`config.mk`:
```
export PLATFORM = sky130hd
export DESIGN_NAME = mbsb_ram
export DESIGN_NICKNAME = d
export VERILOG_FILES = /design/src/sv/mbsb_ram.sv
export SDC_FILE = /design/constraint.sdc
export NUM_CORES = 2
export LEC_CHECK = 0
export ABC_CLOCK_PERIOD_IN_PS = 2120
export BUFFER_PORTS_ARGS = -buffer_cell sky130_fd_sc_hd__buf_2
export CAP_MARGIN = 10
export CORE_MARGIN = 1
export CORE_UTILIZATION = 30
export CTS_CLUSTER_DIAMETER = 150
export CTS_CLUSTER_SIZE = 20
export DETAILED_ROUTE_END_ITERATION = 6
export HOLD_SLACK_MARGIN = 0.1
export PLACE_DENSITY_LB_ADDON = 0.2
export SLEW_MARGIN = 20
export SYNTH_ARGS = -nofsm -noshare
export SYNTH_HDL_FRONTEND = slang
export SYNTH_SLANG_ARGS = --single-unit
```
`constraint.sdc`:
```
create_clock -name clk -period 2.12 [get_ports clk]
set_input_delay 0.212 -clock clk [delete_from_list [all_inputs] [get_ports clk]]
set_output_delay 0.212 -clock clk [all_outputs]
set_load 0.05 [all_outputs]
```
`src/sv/mbsb_ram.sv`:
```
`default_nettype none
// ----------------------------------------------------------------------------
// mbsb_ram
// Generic single-write, single-read RAM with a registered read port.
// ----------------------------------------------------------------------------
module mbsb_ram #(
  parameter int WIDTH = 8,
  parameter int DEPTH = 512
) (
  input  wire logic                     clk,
  input  wire logic                     we,
  input  wire logic [$clog2(DEPTH)-1:0] waddr,
  input  wire logic [WIDTH-1:0]         wdata,
  input  wire logic [$clog2(DEPTH)-1:0] raddr,
  output logic      [WIDTH-1:0]         rdata
);

  logic [WIDTH-1:0] mem [DEPTH];
  logic [WIDTH-1:0] rdata_r;

  always_ff @(posedge clk) begin
    if (we) begin
      mem[waddr] <= wdata;
    end
    rdata_r <= mem[raddr];
  end

  assign rdata = rdata_r;

endmodule : mbsb_ram
`default_nettype wire

```
# ---- After elaboration in Yosys (flattened, before gate mapping)
# Memories as Yosys holds them, arrays and structs flattened. A register that Yosys moved wholly into a read port is not among the register bits.
# Index checks and enable logic that the tools add are counted.
dict set report word_totals {
  reg_bits 0
  in_bits 28
  ramBits 4096
  out_inout_bits 8
  n_memories 1
  wordCells 3
}
# memory words word_bits rd rd_ports_with_merged_regs write_ports line_no
set mem_list {}
lappend mem_list {mem 512 8 1 1 1 18} ;# logic [WIDTH-1:0] mem [DEPTH];
dict set report classes {
  muxes 2
}
# operator count
set op_table {}
lappend op_table {{$mux W1} 2}

# ---- Longest topological paths before layout
dict set report logic_depth {
  ltp_word 2
  mapped_depth 12
  depth_no_buf 7
}

# ---- Least setup slack after synthesis
# No wires, ideal clock.
dict set report synth_timing {
  path_kind {input-to-reg}
  from {in raddr[0]}
  to {reg rdata_r[0], in the netlist rdata[0] (read register of mem)}
  t_required_ps 2002
  path_buffers 4
  t_arrival_ps 2066
  path_stages 10
  setup_slack_ps -64
  setup_ps 118
  cell_sequence {buf_4 -> buf_12 -> buf_12 -> buf_2 -> mux4_2 -> o21ai_0 -> nand3_1 -> nand4_1 -> o21ai_0 -> o2111a_1}
}
# item line_no
set synth_lines {}
lappend synth_lines {{start: declaration} 14} ;# input wire logic [$clog2(DEPTH)-1:0] raddr,
lappend synth_lines {{end: declaration} 19} ;# logic [WIDTH-1:0] rdata_r;

==> results.md <==
- Headroom to the max-slew limit came out at 38.05%.
- For met2 alone, demand over resource in global routing was 28.60%.
- The routed layout has 84708 vias.
- The HPWL reported at the end of detailed placement is approximately 320 mm.
- The met1 demand-to-capacity share in global routing is 24.66%.
- The share of flip-flops with an asynchronous set or reset is 0%.
- The clock power share is 31.5%.
- The number of DRC markers after the initial detailed-route iteration is 8600.
- The final layout contains around 9600 nets.
- Data on the critical path arrives at its endpoint at between 3 and 4 ns.
- The floorplan has 267 rows.
- In this run the critical register-to-register path is launched from mem[280][2]$_DFFE_PP_.
- The power density normalized to cell area is 767.1 nW/um^2.
- The run finished, with violations left.
- The critical path's largest stage delay is 0.49 ns.
- In this run the cell area of the synthesized design comes to 159900 sq um.
- After routing, the total negative slack on setup checks comes to -2.292 ns.
- For this design, the slowest cell found on the critical path is sky130_fd_sc_hd__nor4_4.
- Port buffering added 35 buffers.
- The post-route netlist has ~30% of its cells at a drive strength greater than 1.
- Of all cell types, the one taking the most synthesized area is sky130_fd_sc_hd__edfxtp_1.
- The clock latency on the worst-skew pair is 1.00 ns.
- Counting flops with a built-in enable in the synthesized netlist gives between 4000 and 5000.
- The die is ~730 um tall.
- The analysis attributes to cell leakage a power of a little over 0.06 uW.
- The maximum frequency from static timing analysis is 0.3778 GHz.
- For this configuration, the core starts out at a cell density of 30.18%.
- The signal on the critical path passes through mux2i_1 -> o221ai_1 -> buf_4 -> a21oi_4 -> nor4_4 -> buf_4 -> nand4_1 -> nor4_4 -> buf_4 -> o2111a_1.
- The internal power of the cells totals 113100 uW.
- The region available for standard cell placement spans 529800 sq um.
- The critical path contains buffers and inverters numbering 3 combined.
- The clock edge transition at the registers on the reported setup and hold paths is 0.09 ns.
- The net count of the mapped netlist is 8058.
- The smallest clock period supported by the final layout is computed as 2.647 ns.
- The slack of the critical path is -0.5270 ns.
- The clock buffer count from CTS is 228.
- The top fanout value on the critical path is 2.
- The family with the most delay on the worst path is simple AND/OR/NAND/NOR gates.
- Summed over all layers, the global routing overflow is 0.
- Max-cap violations in this run came to 0.
- The synthesized design devotes to its leading area cell type 76.91% of total area.
- The required arrival time at the worst endpoint is a little over 3 ns.
- No sink is reached through more buffers than the 4 on the longest clock path.
- The min-delay analysis places its worst path in the category in2reg.
- The number of antenna violations at the first check in global routing is 47.
- Synthesis inferred between 4000 and 5000 register bits.
- The worst-case IR drop observed on VDD is 0.7046 mV.
- Of the total power, combinational logic draws under 10%.
- Measured in cells, the most critical reg-to-reg path has a length of 10.
- The switching power share of the total is 22.41%.
- Counting stages on the worst path, the most repeated cell is sky130_fd_sc_hd__buf_4.
- The post-placement cell area is 182800 sq um.
- The number of max-slew violations in the final report is 0.
- The category of the worst setup path capture point is a register.
- Wires add up to about 480 mm.
- The hold path startpoint is waddr[1].
- Once detail routing completed, the nets flagged for antenna violations numbered 1.
- Across the routed clock network, the largest skew measured is 0.07366 ns.
- The die span in x is between 700 and 800 um.
- The post-place setup slack is -1.842 ns.
- The unique cell type count in the Yosys netlist is 51.
- The number of search-and-repair iterations in the first detailed-routing pass is 5.
- The number of global-route vias before repair was 86283.
- The wire length of the first global-routing pass is 670.0 mm.
- Entering global routing, the biggest net connects 103 pins.
- The congestion estimate from routability-driven global placement came to 0.8303.
- The die footprint is 536000 sq um.
- TritonCTS built the clock tree.
- The type of origin of the critical path is a register.
- The average routed wire per standard cell is 28.85 um.
- The number of instances on the worst hold path is 5.
- The total clock sinks is 4104.
- From synthesis to final layout, the design area changed by 18.82%.
- The total count of hold-check failures in the final report was 0.
- Setup repair after global routing could not meet its margin everywhere.
- Summing all multi-input logic gate instances after layout gives 34840 sq um.
- The switching power total is 32660 uW.
- The number of warnings printed during yosys synthesis is 0.
- After synthesis, flip-flops and latches occupy 77.01% of the total area.
- The global-route usage over all layers is 17.35%.
- The number of filler instances in the final layout is 49246.
- The critical path start-end classification is reg2reg.
- The tree is rooted in a sky130_fd_sc_hd__clkbuf_16.
- The sequential cells in the finished layout cover a total of 123200 sq um.
- At the pin with the least slew margin, the transition time is 0.9148 ns.
- The total of endpoints with negative setup slack in the final report is 8.
- Dividing the final minimum period by the clock period gives 124.9%.
- The fraction of power consumed by sequential logic is 61.3%.
- After detailed routing, the number of vias per cell comes to 5.097.
- The total number of cells along the worst setup path is 10.
- The finished cells cover 190000 sq um.
- The checks that failed: antenna violations, negative setup slack.
- In this run the worst setup path begins at mem[280][2]$_DFFE_PP_.
- Ranked by total cell area, the synthesized netlist is headed by sky130_fd_sc_hd__edfxtp_1 (77%), sky130_fd_sc_hd__mux4_2 (9.2%), sky130_fd_sc_hd__mux2i_1 (5.0%).
- After detailed routing, the number of remaining DRC violations is 0.
- The most used flip-flop cell after synthesis is sky130_fd_sc_hd__edfxtp_1.
- CTS built an H-tree with a depth of 4.
- The met3 capacity usage during global routing is under 10%.
- During I/O placement, the number of pins put on the boundary was 36.
- Dividing the synthesized area by the synthesized cell count gives 19.92 sq um.
- met2 is the most crowded layer.
- Synthesis produced a netlist whose cell count is 8030.
[placed cells by master, fill, tap and decap left out, types with 12 or more instances in the layout]
| master | synthesis | layout |
|---|---|---|
| sky130_fd_sc_hd__diode_2 | 0 | 16 |
| sky130_fd_sc_hd__o22ai_1 | 163 | 157 |
| sky130_fd_sc_hd__a22oi_1 | 61 | 60 |
| sky130_fd_sc_hd__nor3_1 | 109 | 101 |
| sky130_fd_sc_hd__buf_12 | 5 | 268 |
| sky130_fd_sc_hd__nand3_1 | 36 | 31 |
| sky130_fd_sc_hd__o221ai_2 | 1 | 36 |
| sky130_fd_sc_hd__nor4_4 | 0 | 14 |
| sky130_fd_sc_hd__nor2_1 | 597 | 593 |
| sky130_fd_sc_hd__clkbuf_16 | 0 | 230 |
| sky130_fd_sc_hd__a211oi_1 | 17 | 15 |
| sky130_fd_sc_hd__buf_4 | 70 | 1496 |
| sky130_fd_sc_hd__o221ai_1 | 371 | 336 |
| sky130_fd_sc_hd__a21oi_2 | 0 | 15 |
| sky130_fd_sc_hd__dlygate4sd3_1 | 0 | 14 |
| sky130_fd_sc_hd__o21ai_0 | 118 | 103 |
| sky130_fd_sc_hd__nor4_1 | 36 | 12 |
| sky130_fd_sc_hd__clkbuf_1 | 265 | 39 |
| sky130_fd_sc_hd__a21oi_1 | 194 | 178 |
| sky130_fd_sc_hd__mux2i_1 | 797 | 791 |
| sky130_fd_sc_hd__edfxtp_1 | 4096 | 4096 |
| sky130_fd_sc_hd__buf_2 | 57 | 18 |
| sky130_fd_sc_hd__nand2_1 | 111 | 89 |
| sky130_fd_sc_hd__and2_1 | 20 | 19 |
| sky130_fd_sc_hd__nand4_1 | 32 | 32 |
| sky130_fd_sc_hd__nand2_4 | 0 | 13 |
| sky130_fd_sc_hd__mux4_2 | 654 | 654 |
[cell type report]
type / count / area share [%]
diodes: 16 / 0.02107
clock buffers: 269 / 3.106
clock inverters: 13 / 0.1396
inverters: 3 / 0.01054
multi-input cells: 3410 / 18.34
flip-flops and latches: 4104 / 64.82
well taps: 6994 / 4.605
repair buffers: 1811 / 8.965
[stage by stage]
step | instances | utilization (%) | hold slack [ns] | total power, uW
floorplan | 8030 | - | 0.3109 | 95490
global placement | 16311 | 34.51 | 0.6131 | 101600
detailed placement | 16311 | 34.51 | 0.6162 | 101700
CTS | 16606 | 35.80 | 0.1044 | 147200
global route | 16607 | 35.86 | 0.1319 | 149800
finish | 16620 | 35.86 | 0.1789 | 145800
[cells in the mapped netlist (all sizes together), types with 109 or more instances]
| cell | count |
|---|---|
| a21oi | 194 |
| buf | 248 |
| clkbuf | 265 |
| edfxtp | 4096 |
| mux2i | 797 |
| mux4 | 654 |
| nand2 | 111 |
| nor2 | 597 |
| nor3 | 109 |
| o21ai | 119 |
| o221ai | 372 |
| o22ai | 163 |
[worst reg2reg max path, stage by stage, from the launching register on]
cell,delay (ns)
sky130_fd_sc_hd__edfxtp_1,0.33
sky130_fd_sc_hd__mux2i_1,0.06
sky130_fd_sc_hd__o221ai_1,0.17
sky130_fd_sc_hd__buf_4,0.20
sky130_fd_sc_hd__a21oi_4,0.08
sky130_fd_sc_hd__nor4_4,0.36
sky130_fd_sc_hd__buf_4,0.18
sky130_fd_sc_hd__nand4_1,0.41
sky130_fd_sc_hd__nor4_4,0.49
sky130_fd_sc_hd__buf_4,0.18
sky130_fd_sc_hd__o2111a_1,0.15
[power groups by stage]
stage / Combinational [uW] / Sequential [uW] / Clock, uW
6_report: 10600 / 89300 / 45900
5_1_grt: 11100 / 89300 / 49400
4_1_cts: 10700 / 89300 / 47200
3_5_place_dp: 10500 / 91200 / 0
3_3_place_gp: 10400 / 91200 / 0
2_1_floorplan: 4260 / 91200 / 0
[sequential cells by signal, summed over array words and instances (netlist names)]
register  cells
rdata         8
mem        4096
[path summary, 6_finish.rpt]
| check | slack (ns) | endpoint |
|---|---|---|
| worst max register to register | -0.53 | rdata[2]$_DFF_P_ |
| worst max-delay path | -0.53 | rdata[2]$_DFF_P_ |
| worst min-delay path | 0.18 | mem[455][3]$_DFFE_PP_ |
| worst min register to register | 1.15 | rdata[0]$_DFF_P_ |
[repair_timing]
action / CTS / global route
pin swaps: 36 / 24
hold endpoints to repair: 3844 / 0
setup buffers: 1 / 1
gates resized for setup: 119 / 60
hold buffers: 15 / 0
setup endpoints to repair: 15 / 15
[per-layer routing]
layer / vias up / routed length (um)
li1: 36208 / -
met1: 45612 / 212700
met2: 2415 / 228800
met3: 469 / 27010
met4: 4 / 10980
met5: - / 27
[cells by family (layout without fill, tap and decap cells)]
group,count (synthesis),after routing,synth area share [%]
compound gates,979,979,4.313
buf+inv,516,2096,1.849
flops,4104,4104,77.01
simple gates,980,980,2.631
other cells,0,16,0
mux,1451,1451,14.20
(Power assumes the default switching activity.)
