**src/sv/mbsb_pkg.sv**
```systemverilog
`default_nettype none
// ----------------------------------------------------------------------------
// mbsb_pkg
// Shared widths, codes and the result record of the MSB-first bit stream
// buffer.
// ----------------------------------------------------------------------------
package mbsb_pkg;

  localparam int OPCODE_W = 3;
  localparam int WIDTH_W  = 6;
  localparam int DATA_W   = 32;
  localparam int STATUS_W = 2;
  localparam int POS_OUT_W = 13;

  localparam int STORE_BYTES_DEF = 512;
  localparam int MAX_WIDTH_DEF   = 32;

  localparam logic [OPCODE_W-1:0] OP_PUT         = 3'd0;
  localparam logic [OPCODE_W-1:0] OP_GET         = 3'd1;
  localparam logic [OPCODE_W-1:0] OP_ALIGN_WRITE = 3'd2;
  localparam logic [OPCODE_W-1:0] OP_ALIGN_READ  = 3'd3;
  localparam logic [OPCODE_W-1:0] OP_RESET       = 3'd4;

  localparam logic [STATUS_W-1:0] ST_OK       = 2'd0;
  localparam logic [STATUS_W-1:0] ST_GET_FAIL = 2'd1;
  localparam logic [STATUS_W-1:0] ST_OVERFLOW = 2'd2;

  typedef struct packed {
    logic [STATUS_W-1:0]  status;
    logic [DATA_W-1:0]    value;
    logic [POS_OUT_W-1:0] bits_written;
    logic [POS_OUT_W-1:0] bits_read;
  } result_t;

endpackage : mbsb_pkg
`default_nettype wire

```
**src/sv/mbsb_ctrl.sv**
```systemverilog
`default_nettype none
// ----------------------------------------------------------------------------
// mbsb_ctrl
// Request sequencer: checks each request against the bit positions, walks the
// touched bytes through the byte RAM one per cycle, and clears the RAM.
// ----------------------------------------------------------------------------
module mbsb_ctrl
  import mbsb_pkg::*;
#(
  parameter int STORE_BYTES = STORE_BYTES_DEF,
  parameter int MAX_WIDTH   = MAX_WIDTH_DEF
) (
  input  wire logic                             clk,
  input  wire logic                             rst_n,
  input  wire logic                             req_valid,
  output logic                                  req_ready,
  input  wire logic [OPCODE_W-1:0]              req_opcode,
  input  wire logic [WIDTH_W-1:0]               req_width,
  input  wire logic [DATA_W-1:0]                req_value,
  input  wire logic                             req_clear,
  output logic                                  res_valid,
  input  wire logic                             res_ready,
  output result_t                               res,
  output logic                                  ram_we,
  output logic      [$clog2(STORE_BYTES)-1:0]   ram_waddr,
  output logic      [7:0]                       ram_wdata,
  output logic      [$clog2(STORE_BYTES)-1:0]   ram_raddr,
  input  wire logic [7:0]                       ram_rdata
);

  localparam int CAP   = STORE_BYTES * 8;
  localparam int POS_W = $clog2(CAP + 1);
  localparam int AW    = $clog2(STORE_BYTES);
  localparam int VAL_W = (MAX_WIDTH > DATA_W) ? MAX_WIDTH : DATA_W;
  localparam int VX_W  = VAL_W + 16;
  localparam int U_W   = $clog2(MAX_WIDTH + 16);
  localparam int ACC_W = 8 * ((MAX_WIDTH + 14) / 8);

  localparam logic [1:0] S_CLR  = 2'd0;
  localparam logic [1:0] S_IDLE = 2'd1;
  localparam logic [1:0] S_BYTE = 2'd2;
  localparam logic [1:0] S_DONE = 2'd3;

  localparam logic [WIDTH_W:0] MAXW    = (WIDTH_W + 1)'(MAX_WIDTH);
  localparam logic [POS_W:0]   CAP_EXT = (POS_W + 1)'(CAP);
  localparam logic [AW-1:0]    LAST_ADDR = AW'(STORE_BYTES - 1);
  localparam logic [U_W-1:0]   U_BYTE  = U_W'(8);

  logic [1:0]          state_r, state_nxt;
  logic [AW-1:0]       clr_addr_r, clr_addr_nxt;
  logic                clr_reply_r, clr_reply_nxt;
  logic [POS_W-1:0]    wp_r, wp_nxt;
  logic [POS_W-1:0]    rp_r, rp_nxt;
  logic                is_put_r, is_put_nxt;
  logic [WIDTH_W-1:0]  w_r, w_nxt;
  logic [VX_W-1:0]     vx_r, vx_nxt;
  logic [U_W-1:0]      u_r, u_nxt;
  logic [AW-1:0]       addr_r, addr_nxt;
  logic [ACC_W-1:0]    acc_r, acc_nxt;
  logic [STATUS_W-1:0] status_r, status_nxt;
  logic [DATA_W-1:0]   val_r, val_nxt;

  logic                accept;
  logic                put_ok, get_ok;
  logic [POS_W-1:0]    wbyte, rbyte;
  logic [POS_W-1:0]    wp_up, rp_up;
  logic [U_W-1:0]      u_put0, u_get0;
  logic [VX_W-1:0]     vx_sh;
  logic [7:0]          put_mask;
  logic                last_byte;
  logic [ACC_W-1:0]    acc_in;
  logic [ACC_W-1:0]    acc_sh;
  logic [ACC_W-1:0]    w_mask;
  logic [ACC_W+DATA_W-1:0] get_ext;
  logic [POS_W-1:0]    w_pos;

  assign accept    = req_valid && (state_r == S_IDLE);
  assign req_ready = (state_r == S_IDLE);

  assign put_ok = ({1'b0, req_width} <= MAXW) &&
                  (({1'b0, wp_r} + (POS_W + 1)'(req_width)) <= CAP_EXT);
  assign get_ok = (req_width != '0) && ({1'b0, req_width} <= MAXW) &&
                  (({1'b0, rp_r} + (POS_W + 1)'(req_width)) <= {1'b0, wp_r});

  assign wbyte  = wp_r >> 3;
  assign rbyte  = rp_r >> 3;
  assign wp_up  = {wbyte[POS_W-4:0] + (POS_W - 3)'(wp_r[2:0] != 3'd0), 3'b000};
  assign rp_up  = {rbyte[POS_W-4:0] + (POS_W - 3)'(rp_r[2:0] != 3'd0), 3'b000};
  assign u_put0 = U_W'(wp_r[2:0]) + U_W'(req_width);
  assign u_get0 = U_W'(rp_r[2:0]) + U_W'(req_width);
  assign w_pos  = POS_W'(w_r);

  // u counts the request's bits that remain from the start of the current
  // byte; bit t of the byte (LSB is t = 0) carries value bit u - 8 + t.
  assign vx_sh     = vx_r >> u_r;
  assign last_byte = (u_r <= U_BYTE);
  assign acc_in    = {acc_r[ACC_W-9:0], ram_rdata};
  assign acc_sh    = acc_in >> (4'd8 - u_r[3:0]);
  assign w_mask    = ~({ACC_W{1'b1}} << w_r);
  assign get_ext   = {{DATA_W{1'b0}}, acc_sh & w_mask};

  always_comb begin
    logic [U_W:0] ut;
    put_mask = '0;
    for (int t = 0; t < 8; t++) begin
      ut = {1'b0, u_r} + (U_W + 1)'(t);
      put_mask[t] = (ut >= (U_W + 1)'(8)) && (ut < ((U_W + 1)'(w_r) + (U_W + 1)'(8)));
    end
  end

  always_comb begin
    state_nxt     = state_r;
    clr_addr_nxt  = clr_addr_r;
    clr_reply_nxt = clr_reply_r;
    wp_nxt        = wp_r;
    rp_nxt        = rp_r;
    is_put_nxt    = is_put_r;
    w_nxt         = w_r;
    vx_nxt        = vx_r;
    u_nxt         = u_r;
    addr_nxt      = addr_r;
    acc_nxt       = acc_r;
    status_nxt    = status_r;
    val_nxt       = val_r;
    ram_we        = 1'b0;
    ram_waddr     = addr_r;
    ram_wdata     = (ram_rdata & ~put_mask) | (vx_sh[7:0] & put_mask);

    case (state_r)
      S_CLR: begin
        ram_we       = 1'b1;
        ram_waddr    = clr_addr_r;
        ram_wdata    = '0;
        clr_addr_nxt = clr_addr_r + 1'b1;
        if (clr_addr_r == LAST_ADDR) begin
          clr_addr_nxt = '0;
          state_nxt    = clr_reply_r ? S_DONE : S_IDLE;
        end
      end
      S_IDLE: begin
        if (accept) begin
          w_nxt      = req_width;
          vx_nxt     = VX_W'({req_value, 8'h00});
          acc_nxt    = '0;
          status_nxt = ST_OK;
          val_nxt    = '0;
          state_nxt  = S_DONE;
          case (req_opcode)
            OP_PUT: begin
              if (!put_ok) begin
                status_nxt = ST_OVERFLOW;
              end else if (req_width != '0) begin
                is_put_nxt = 1'b1;
                u_nxt      = u_put0;
                addr_nxt   = wbyte[AW-1:0];
                state_nxt  = S_BYTE;
              end
            end
            OP_GET: begin
              if (!get_ok) begin
                status_nxt = ST_GET_FAIL;
              end else begin
                is_put_nxt = 1'b0;
                u_nxt      = u_get0;
                addr_nxt   = rbyte[AW-1:0];
                state_nxt  = S_BYTE;
              end
            end
            OP_ALIGN_WRITE: wp_nxt = wp_up;
            OP_ALIGN_READ:  rp_nxt = rp_up;
            OP_RESET: begin
              wp_nxt = '0;
              rp_nxt = '0;
              if (req_clear) begin
                clr_reply_nxt = 1'b1;
                state_nxt     = S_CLR;
              end
            end
            default: ;
          endcase
        end
      end
      S_BYTE: begin
        // Writes here never hit the byte being fetched for the next step.
        ram_we  = is_put_r;
        acc_nxt = acc_in;
        if (last_byte) begin
          state_nxt = S_DONE;
          if (is_put_r) begin
            wp_nxt = wp_r + w_pos;
          end else begin
            rp_nxt  = rp_r + w_pos;
            val_nxt = get_ext[DATA_W-1:0];
          end
        end else begin
          addr_nxt = addr_r + 1'b1;
          u_nxt    = u_r - U_BYTE;
        end
      end
      S_DONE: begin
        if (res_ready) begin
          clr_reply_nxt = 1'b0;
          state_nxt     = S_IDLE;
        end
      end
      default: state_nxt = S_IDLE;
    endcase
  end

  assign ram_raddr = addr_nxt;

  assign res_valid        = (state_r == S_DONE);
  assign res.status       = status_r;
  assign res.value        = val_r;
  assign res.bits_written = POS_OUT_W'({{POS_OUT_W{1'b0}}, wp_r});
  assign res.bits_read    = POS_OUT_W'({{POS_OUT_W{1'b0}}, rp_r});

  always_ff @(posedge clk) begin
    if (!rst_n) begin
      state_r     <= S_CLR;
      clr_addr_r  <= '0;
      clr_reply_r <= 1'b0;
      wp_r        <= '0;
      rp_r        <= '0;
    end else begin
      state_r     <= state_nxt;
      clr_addr_r  <= clr_addr_nxt;
      clr_reply_r <= clr_reply_nxt;
      wp_r        <= wp_nxt;
      rp_r        <= rp_nxt;
    end
  end

  always_ff @(posedge clk) begin
    is_put_r <= is_put_nxt;
    w_r      <= w_nxt;
    vx_r     <= vx_nxt;
    u_r      <= u_nxt;
    addr_r   <= addr_nxt;
    acc_r    <= acc_nxt;
    status_r <= status_nxt;
    val_r    <= val_nxt;
  end

endmodule : mbsb_ctrl
`default_nettype wire

```
**config.mk**
```make
export PLATFORM = sky130hd
export DESIGN_NAME = mbsb_ctrl
export DESIGN_NICKNAME = d
export VERILOG_FILES = /design/src/sv/mbsb_pkg.sv /design/src/sv/mbsb_ctrl.sv
export SDC_FILE = /design/constraint.sdc
export NUM_CORES = 1
export LEC_CHECK = 0
export ABC_AREA = 1
export BUFFER_PORTS_ARGS = -buffer_cell sky130_fd_sc_hd__clkbuf_2
export CAP_MARGIN = 15
export CORE_MARGIN = 4
export CORE_UTILIZATION = 35
export DETAILED_ROUTE_END_ITERATION = 8
export SLEW_MARGIN = 15
export SYNTH_ARGS = -nofsm -noshare
export SYNTH_HDL_FRONTEND = slang
export SYNTH_SLANG_ARGS = --single-unit
```
**constraint.sdc**
```tcl
create_clock -name clk -period 6.65 [get_ports clk]
set_clock_uncertainty 0.15 [all_clocks]
set_input_delay 0.665 -clock clk [delete_from_list [all_inputs] [get_ports clk]]
set_output_delay 0.665 -clock clk [all_outputs]
set_load 0.03 [all_outputs]
```
* After elaboration in Yosys (flattened, before gate mapping)
Index checks and enable logic that the tools add are counted.
** Word-level totals
- Output and inout bits :: 89
- Bits of input ports :: 54
- Flip-flop bits (word level) :: 158
- Word-level logic and storage cells :: 174
** Operators by class
- Bitwise operators :: 6
- Eq/ne operators :: 26
- Reduce and logical (&&, ||, !) cells :: 29
- Shift-type cells :: 3
- Add/subtract/negate cells :: 20
- Magnitude comparators :: 20
- Mux-type cells :: 57
** Operator list (count)
- 32-bit 2-to-1 mux :: 4
- 32-bit one-hot mux with 2 select lines :: 2
- 13-bit one-hot mux with 2 select lines :: 4
- 13-bit 2-to-1 mux :: 6
- 9-bit 2-to-1 mux :: 7
- 7-bit by 4-bit >= comparator with 1-bit output, second input constant :: 7
- 7-bit < comparator :: 7
- 40-bit by 6-bit << shifter with 32-bit output, first input constant :: 1
- 40-bit by 4-bit >> shifter with 32-bit output :: 1
- 40-bit by 6-bit >> shifter with 8-bit output :: 1
- 9-bit one-hot mux with 2 select lines :: 2
- 32-bit AND :: 1
- 32-bit NOT :: 1
- 6-bit 2-to-1 mux :: 5
- 13-bit by 6-bit adder with 14-bit output :: 2
- 6-bit by 3-bit adder with 7-bit output, second input constant :: 4
- 13-bit by 6-bit adder with 13-bit output :: 2
- 6-bit one-hot mux with 2 select lines :: 2
- 10-bit by 1-bit adder with 10-bit output :: 2
- 9-bit by 1-bit adder with 9-bit output, second input constant :: 2
- 8-bit AND :: 2
- 2-bit inequality test, second input constant :: 8
- 5-bit AND reduction :: 3
- 6-bit by 2-bit adder with 7-bit output, second input constant :: 2
- 39 further kinds :: 83

* Logic depth before layout (Yosys ltp)
- Word-level depth :: 7
- Gate-level depth with buffers :: 26
- Gate-level depth less buffers :: 26

* Least setup slack after synthesis
No wires, ideal clock.
- Path type :: input-to-output
- From :: in req_width[0]
- To :: out ram_raddr[1]
- Data arrival time :: 3809 ps
- Stages :: 26
- Path slack :: 2026 ps
- Buffers on the path :: 0
- Required time :: 5835 ps
- Path through :: ha_1 inv_1 fa_1 o31ai_1 a21o_1 a21oi_1 nor2_1 nand2_1 xor2_1 ha_1 nand2_1 nor2_1 o211ai_1 nand3_1 nand2_1 nand2_1 nand2_1 nand2_1 nand2_1 nand2_1 nand2_1 nand3_4 nand2_1 nand2_1 nand2_1 nand2_1
** On the way
- Word-level cells in the longest chain between the ends :: 7
- Elaborated cells between the ends (all ways) :: 15
- Classes of those cells :: 2 x add/sub; 3 x order compare; 6 x mux; 4 x reduce/logical
** RTL lines
- from (decl) :: line mbsb_ctrl.sv:18 : input wire logic [WIDTH_W-1:0] req_width,
- 13-bit by 6-bit adder with 14-bit output, or another cell as far along :: line mbsb_ctrl.sv:83 : (({1'b0, rp_r} + (POS_W + 1)'(req_width)) <= {1'b0, wp_r});
- 14-bit by 13-bit less-or-equal comparator with 1-bit output, or another cell as far along :: line mbsb_ctrl.sv:83
- 1-bit logical AND, on equally long branches :: line mbsb_ctrl.sv:82, mbsb_ctrl.sv:80
- 9-bit 2-to-1 mux, on equally long branches :: line mbsb_ctrl.sv:160, mbsb_ctrl.sv:150
- 9-bit one-hot mux with 2 select lines (*) :: line mbsb_ctrl.sv:148 : case (req_opcode)
- 9-bit 2-to-1 mux (*) :: line mbsb_ctrl.sv:141 : if (accept) begin
- 9-bit one-hot mux with 2 select lines (*) :: line mbsb_ctrl.sv:129 : case (state_r)
- to (decl) :: line mbsb_ctrl.sv:27 : output logic [$clog2(STORE_BYTES)-1:0] ram_raddr,
Mark *: on every way between the ends. The rest lies on a longest branch, timed or not.

* Final worst setup path
- From :: reg u_r[1]
- To :: out ram_wdata[3]
** On the way
- Word-level cells in the longest chain between the ends :: 7
- Elaborated cells between the ends (all ways) :: 10
- Classes of those cells :: 1 x add/sub; 2 x order compare; 1 x shift; 1 x mux; 4 x bitwise; 1 x reduce/logical
** RTL lines
- from (decl) :: line mbsb_ctrl.sv:57 : logic [U_W-1:0] u_r, u_nxt;
- from (signal assigned) :: line mbsb_ctrl.sv:238 : u_r <= u_nxt;
- 6-bit by 2-bit adder with 7-bit output :: line mbsb_ctrl.sv:106 : ut = {1'b0, u_r} + (U_W + 1)'(t);
- 7-bit by 4-bit >= comparator with 1-bit output / 7-bit < comparator (equally long branches) :: line mbsb_ctrl.sv:107 : put_mask[t] = (ut >= (U_W + 1)'(8)) && (ut < ((U_W + 1)'(w_r) + (U_W + 1)'(8)));
- 1-bit logical AND :: line mbsb_ctrl.sv:107
- 8-bit NOT :: line mbsb_ctrl.sv:127 : ram_wdata = (ram_rdata & ~put_mask) | (vx_sh[7:0] & put_mask);
- 8-bit AND :: line mbsb_ctrl.sv:127
- 8-bit OR (*) :: line mbsb_ctrl.sv:127
- 8-bit 2-to-1 mux (*) :: line mbsb_ctrl.sv:129
- to (decl) :: line mbsb_ctrl.sv:26 : output logic [7:0] ram_wdata,
Marked as above.

==> results.yml <==
finish:
  nets: 2280
  drive_gt1_share_pct: 10.7
  final_cell_area_um2: 15700
  mostFrequentLayoutCell: "nand2_1"
  antenna_cells: 0
  fin_util_pct: 40.2
  final_cell_mix: "nand2_1 (534), inv_1 (237), o21ai_0 (227), nor2_1 (156), clkbuf_2 (142)"
  fill_cells: 4201
  final_cells: 2643
  area_growth_pct: 12.9
route:
  drc: 0
  drt_wl_total_mm: 46.0
  ant_nets: 0
  wl_per_cell_um: 17.4
  avgViaCountPerCell: 5.30
  vias: 14000
  drt_first_pass_iters: 6
  drt_iter0_drc: 1163
placed_design:
  postPlaceCellArea_um2: 15100
  place_hpwl_mm: 34.9
  dp_worst_setup_slack_ps: 1220
  dp.cells: 2611
  port_buffers: 142
  gp_congestion: 0.920
clock_tree:
  clockBufferDepth: 2
  cts_tree: "done"
  cts_made_buffers: 17
  cts-root-buf: "clkbuf_16"
  post_cts_buffers: 0
  clock-sinks: 158
  cts_htree_levels: 4
  hold_buffers: 0
  clock_latency_ps: 460
  cts_resized: 0
  clk_pin_slew_worst_paths_ps: 60
timing:
  holdWs_ps: 234
  period_needed_ps: 5620
  rsz0062_at_grt: "no"
  fmax_mhz: 178
  relSlewSlack_pct: 30.8
  setup_tns_ps: 0
  setup_viol: 0
  layout_worst_path_cycle_share_pct: 84.6
  worst_slew_pin_slew_ps: 1030
  hold_viol: 0
  drv_slew: 0
  setup_ws_ps: 1030
setup_path:
  crit_path_end_kind: "primary output"
  critPathMaxFanout: 45
  r2r_start: "rp_r[0]"
  startpoint_type: "flip-flop"
  reg2reg_to: "u_r[4]"
  critPathMaxStageDelay_ps: 810
  arrival_ps: 4810
  r2r_cells: 25
  cpMaxStageDelayCell: "clkinv_1"
  critPathKind: "reg2out"
  critPathRequiredTime_ps: 5830
  cpMostUsedCell: "a21oi_1"
  worstPathCellList: "buf_4 > inv_1 > ha_1 > buf_4 > clkinv_1 > ha_1 > a21oi_1 > o21bai_1 > a21oi_1 > nor2_1 > o21a_1 > o21ai_0 > a21oi_1 > nor3_1 > clkbuf_2"
  r2r_slack_ps: 2030
global_routing:
  grt_pass1_wl_mm: 73.1
  grt_pass1_vias: 13300
  antenna_found_initial: 0
  grt.total_usage_pct: 21.0
  grt_start_max_net_pins: 70
  grt_overflow_total: 0
power_and_ir_drop:
  comb_power_share_pct: 54.7
  p_leak_nw: 7.29
  clkPwrFrac_pct: 18.0
  fin_total_pwr_mw: 5.70
  power_switching_mw: 2.86
  peakVddDrop_mv: 0.197
  p_per_area_nw_per_um2: 364
  intPower_mw: 2.84
  switching_share_pct: 50.2
  seqPwrFrac_pct: 27.4
floorplan:
  start_util_pct: 35.6
  fp.dieW_um: 207
  die_y_um: 207
  num_io_pins: 143
  die_area_um2: 42900
  core_um2: 38900
  rows: 72
synth:
  avgSynthCellArea_um2: 6.88
  synth.ff_latch_count: 158
  synth.yosys.seq_area_share_pct: 30.8
  synth.distinct_cells: 56
  synth-main-ff-cell: "edfxtp_1"
  syn_inst: 2015
  synthesis.nets: 2183
  yosys_warnings: 0
  netlist_area_um2: 13900
  synth_edf_count: 111
  synth-async-reset-ratio_pct: 0
outcome:
  outcome: "finished clean"
worst_hold_path:
  hold_class: "in2reg"
  whs_endpoint: "vx_r[22]"
  hold_path.startpoint: "req_value[14]"
  holdPathStages: 1
flow_run:
  max_cap_viol_count: 0
## area by class of cell
| class | count | area, um^2 | share of cell area (%) |
|---|---|---|---|
| inverters | 251 | 942 | 6.02 |
| repair buffers | 164 | 876 | 5.60 |
| flip-flops and latches | 158 | 4270 | 27.3 |
| well taps | 518 | 648 | 4.14 |
| clock inverters | 14 | 166 | 1.06 |
| multi-input cells | 1520 | 8320 | 53.1 |
| clock buffers | 18 | 429 | 2.74 |
## power groups by stage
stage	Sequential (mW)	Clock [mW]	Combinational (mW)
floorplan	1.67	0	2.08
finish	1.56	1.02	3.12
global route	1.59	1.09	3.49
global placement	1.58	0	3.07
detailed placement	1.58	0	3.08
CTS	1.56	1.05	3.10
## worst max path at each step
stage,startpoint,end,slack (ps)
after floorplan,req_width[0],ram_raddr[1],2030
after global placement,req_width[0],ram_raddr[0],1220
after detailed placement,req_width[0],ram_raddr[0],1220
after CTS,u_r[1],ram_wdata[3],1020
after global routing,u_r[1],ram_wdata[3],540
final,u_r[1],ram_wdata[3],1030
## cells in the mapped netlist (4+ instances only)
cell type | n | area share, %
clkbuf_1 | 60 | 1.6
a31oi_1 | 24 | 1.1
nand2_1 | 534 | 14
buf_1 | 5 | 0.14
or2_2 | 7 | 0.32
buf_2 | 20 | 0.72
o311ai_0 | 4 | 0.25
nand4_1 | 28 | 1.3
xor2_1 | 32 | 2.0
nand3_1 | 98 | 3.5
o21ai_0 | 228 | 8.2
nand2_2 | 4 | 0.18
nor3_1 | 20 | 0.72
xnor2_1 | 5 | 0.32
nor2_1 | 156 | 4.2
a21o_1 | 4 | 0.22
o211ai_1 | 17 | 0.92
o2111ai_1 | 5 | 0.32
nor4_1 | 5 | 0.23
ha_1 | 109 | 9.8
a22oi_1 | 6 | 0.32
inv_1 | 238 | 6.4
a211oi_1 | 9 | 0.49
o22ai_1 | 10 | 0.45
edfxtp_1 | 111 | 24
o21a_1 | 10 | 0.54
o221ai_1 | 7 | 0.44
a21oi_1 | 134 | 4.8
dfxtp_1 | 47 | 6.8
inv_2 | 5 | 0.14
clkinv_1 | 8 | 0.22
o21bai_1 | 7 | 0.38
mux2i_1 | 12 | 0.87
fa_1 | 5 | 0.72
a221oi_1 | 7 | 0.44
## critical path, delay by kind of cell, from the launching register on
family                   cells  cell delay [ps]
AO/OA/AOI/OAI                6              910
flip-flops                   1              320
buffers and inverters        5             1880
AND/OR/NAND/NOR              2              350
adder cells (fa/ha/maj)      2              890
## flip-flops by register name, indices dropped and copies added (netlist names)
| signal | cells |
|---|---|
| acc_r | 32 |
| val_r | 32 |
| vx_r | 32 |
| rp_r | 13 |
| wp_r | 13 |
| addr_r | 9 |
| clr_addr_r | 9 |
| u_r | 6 |
| w_r | 6 |
| state_r | 2 |
| status_r | 2 |
| clr_reply_r | 1 |
| is_put_r | 1 |
## cell families (layout without fill, tap and decap cells)
kind of cell    after synthesis  after routing  synth area share (%)
compound gates              487            487                  19.9
flops                       158            158                  30.8
xor+xnor                     37             37                  2.34
buf+inv                     337            447                  9.33
fa+ha+maj                   114            114                  10.6
mux                          12             12                 0.866
simple gates                870            870                  26.2
## per-layer routing
| metal | track usage [%] | up-vias | part of all wire, % |
|---|---|---|---|
| li1 | - | 6985 | - |
| met1 | 28.7 | 6538 | 46 |
| met2 | 34.7 | 437 | 46 |
| met3 | 2.71 | 52 | 5.6 |
| met4 | 6.61 | 0 | 2.3 |
| met5 | 0 | - | 0 |
No activity file was read; power rests on OpenSTA's default activity.
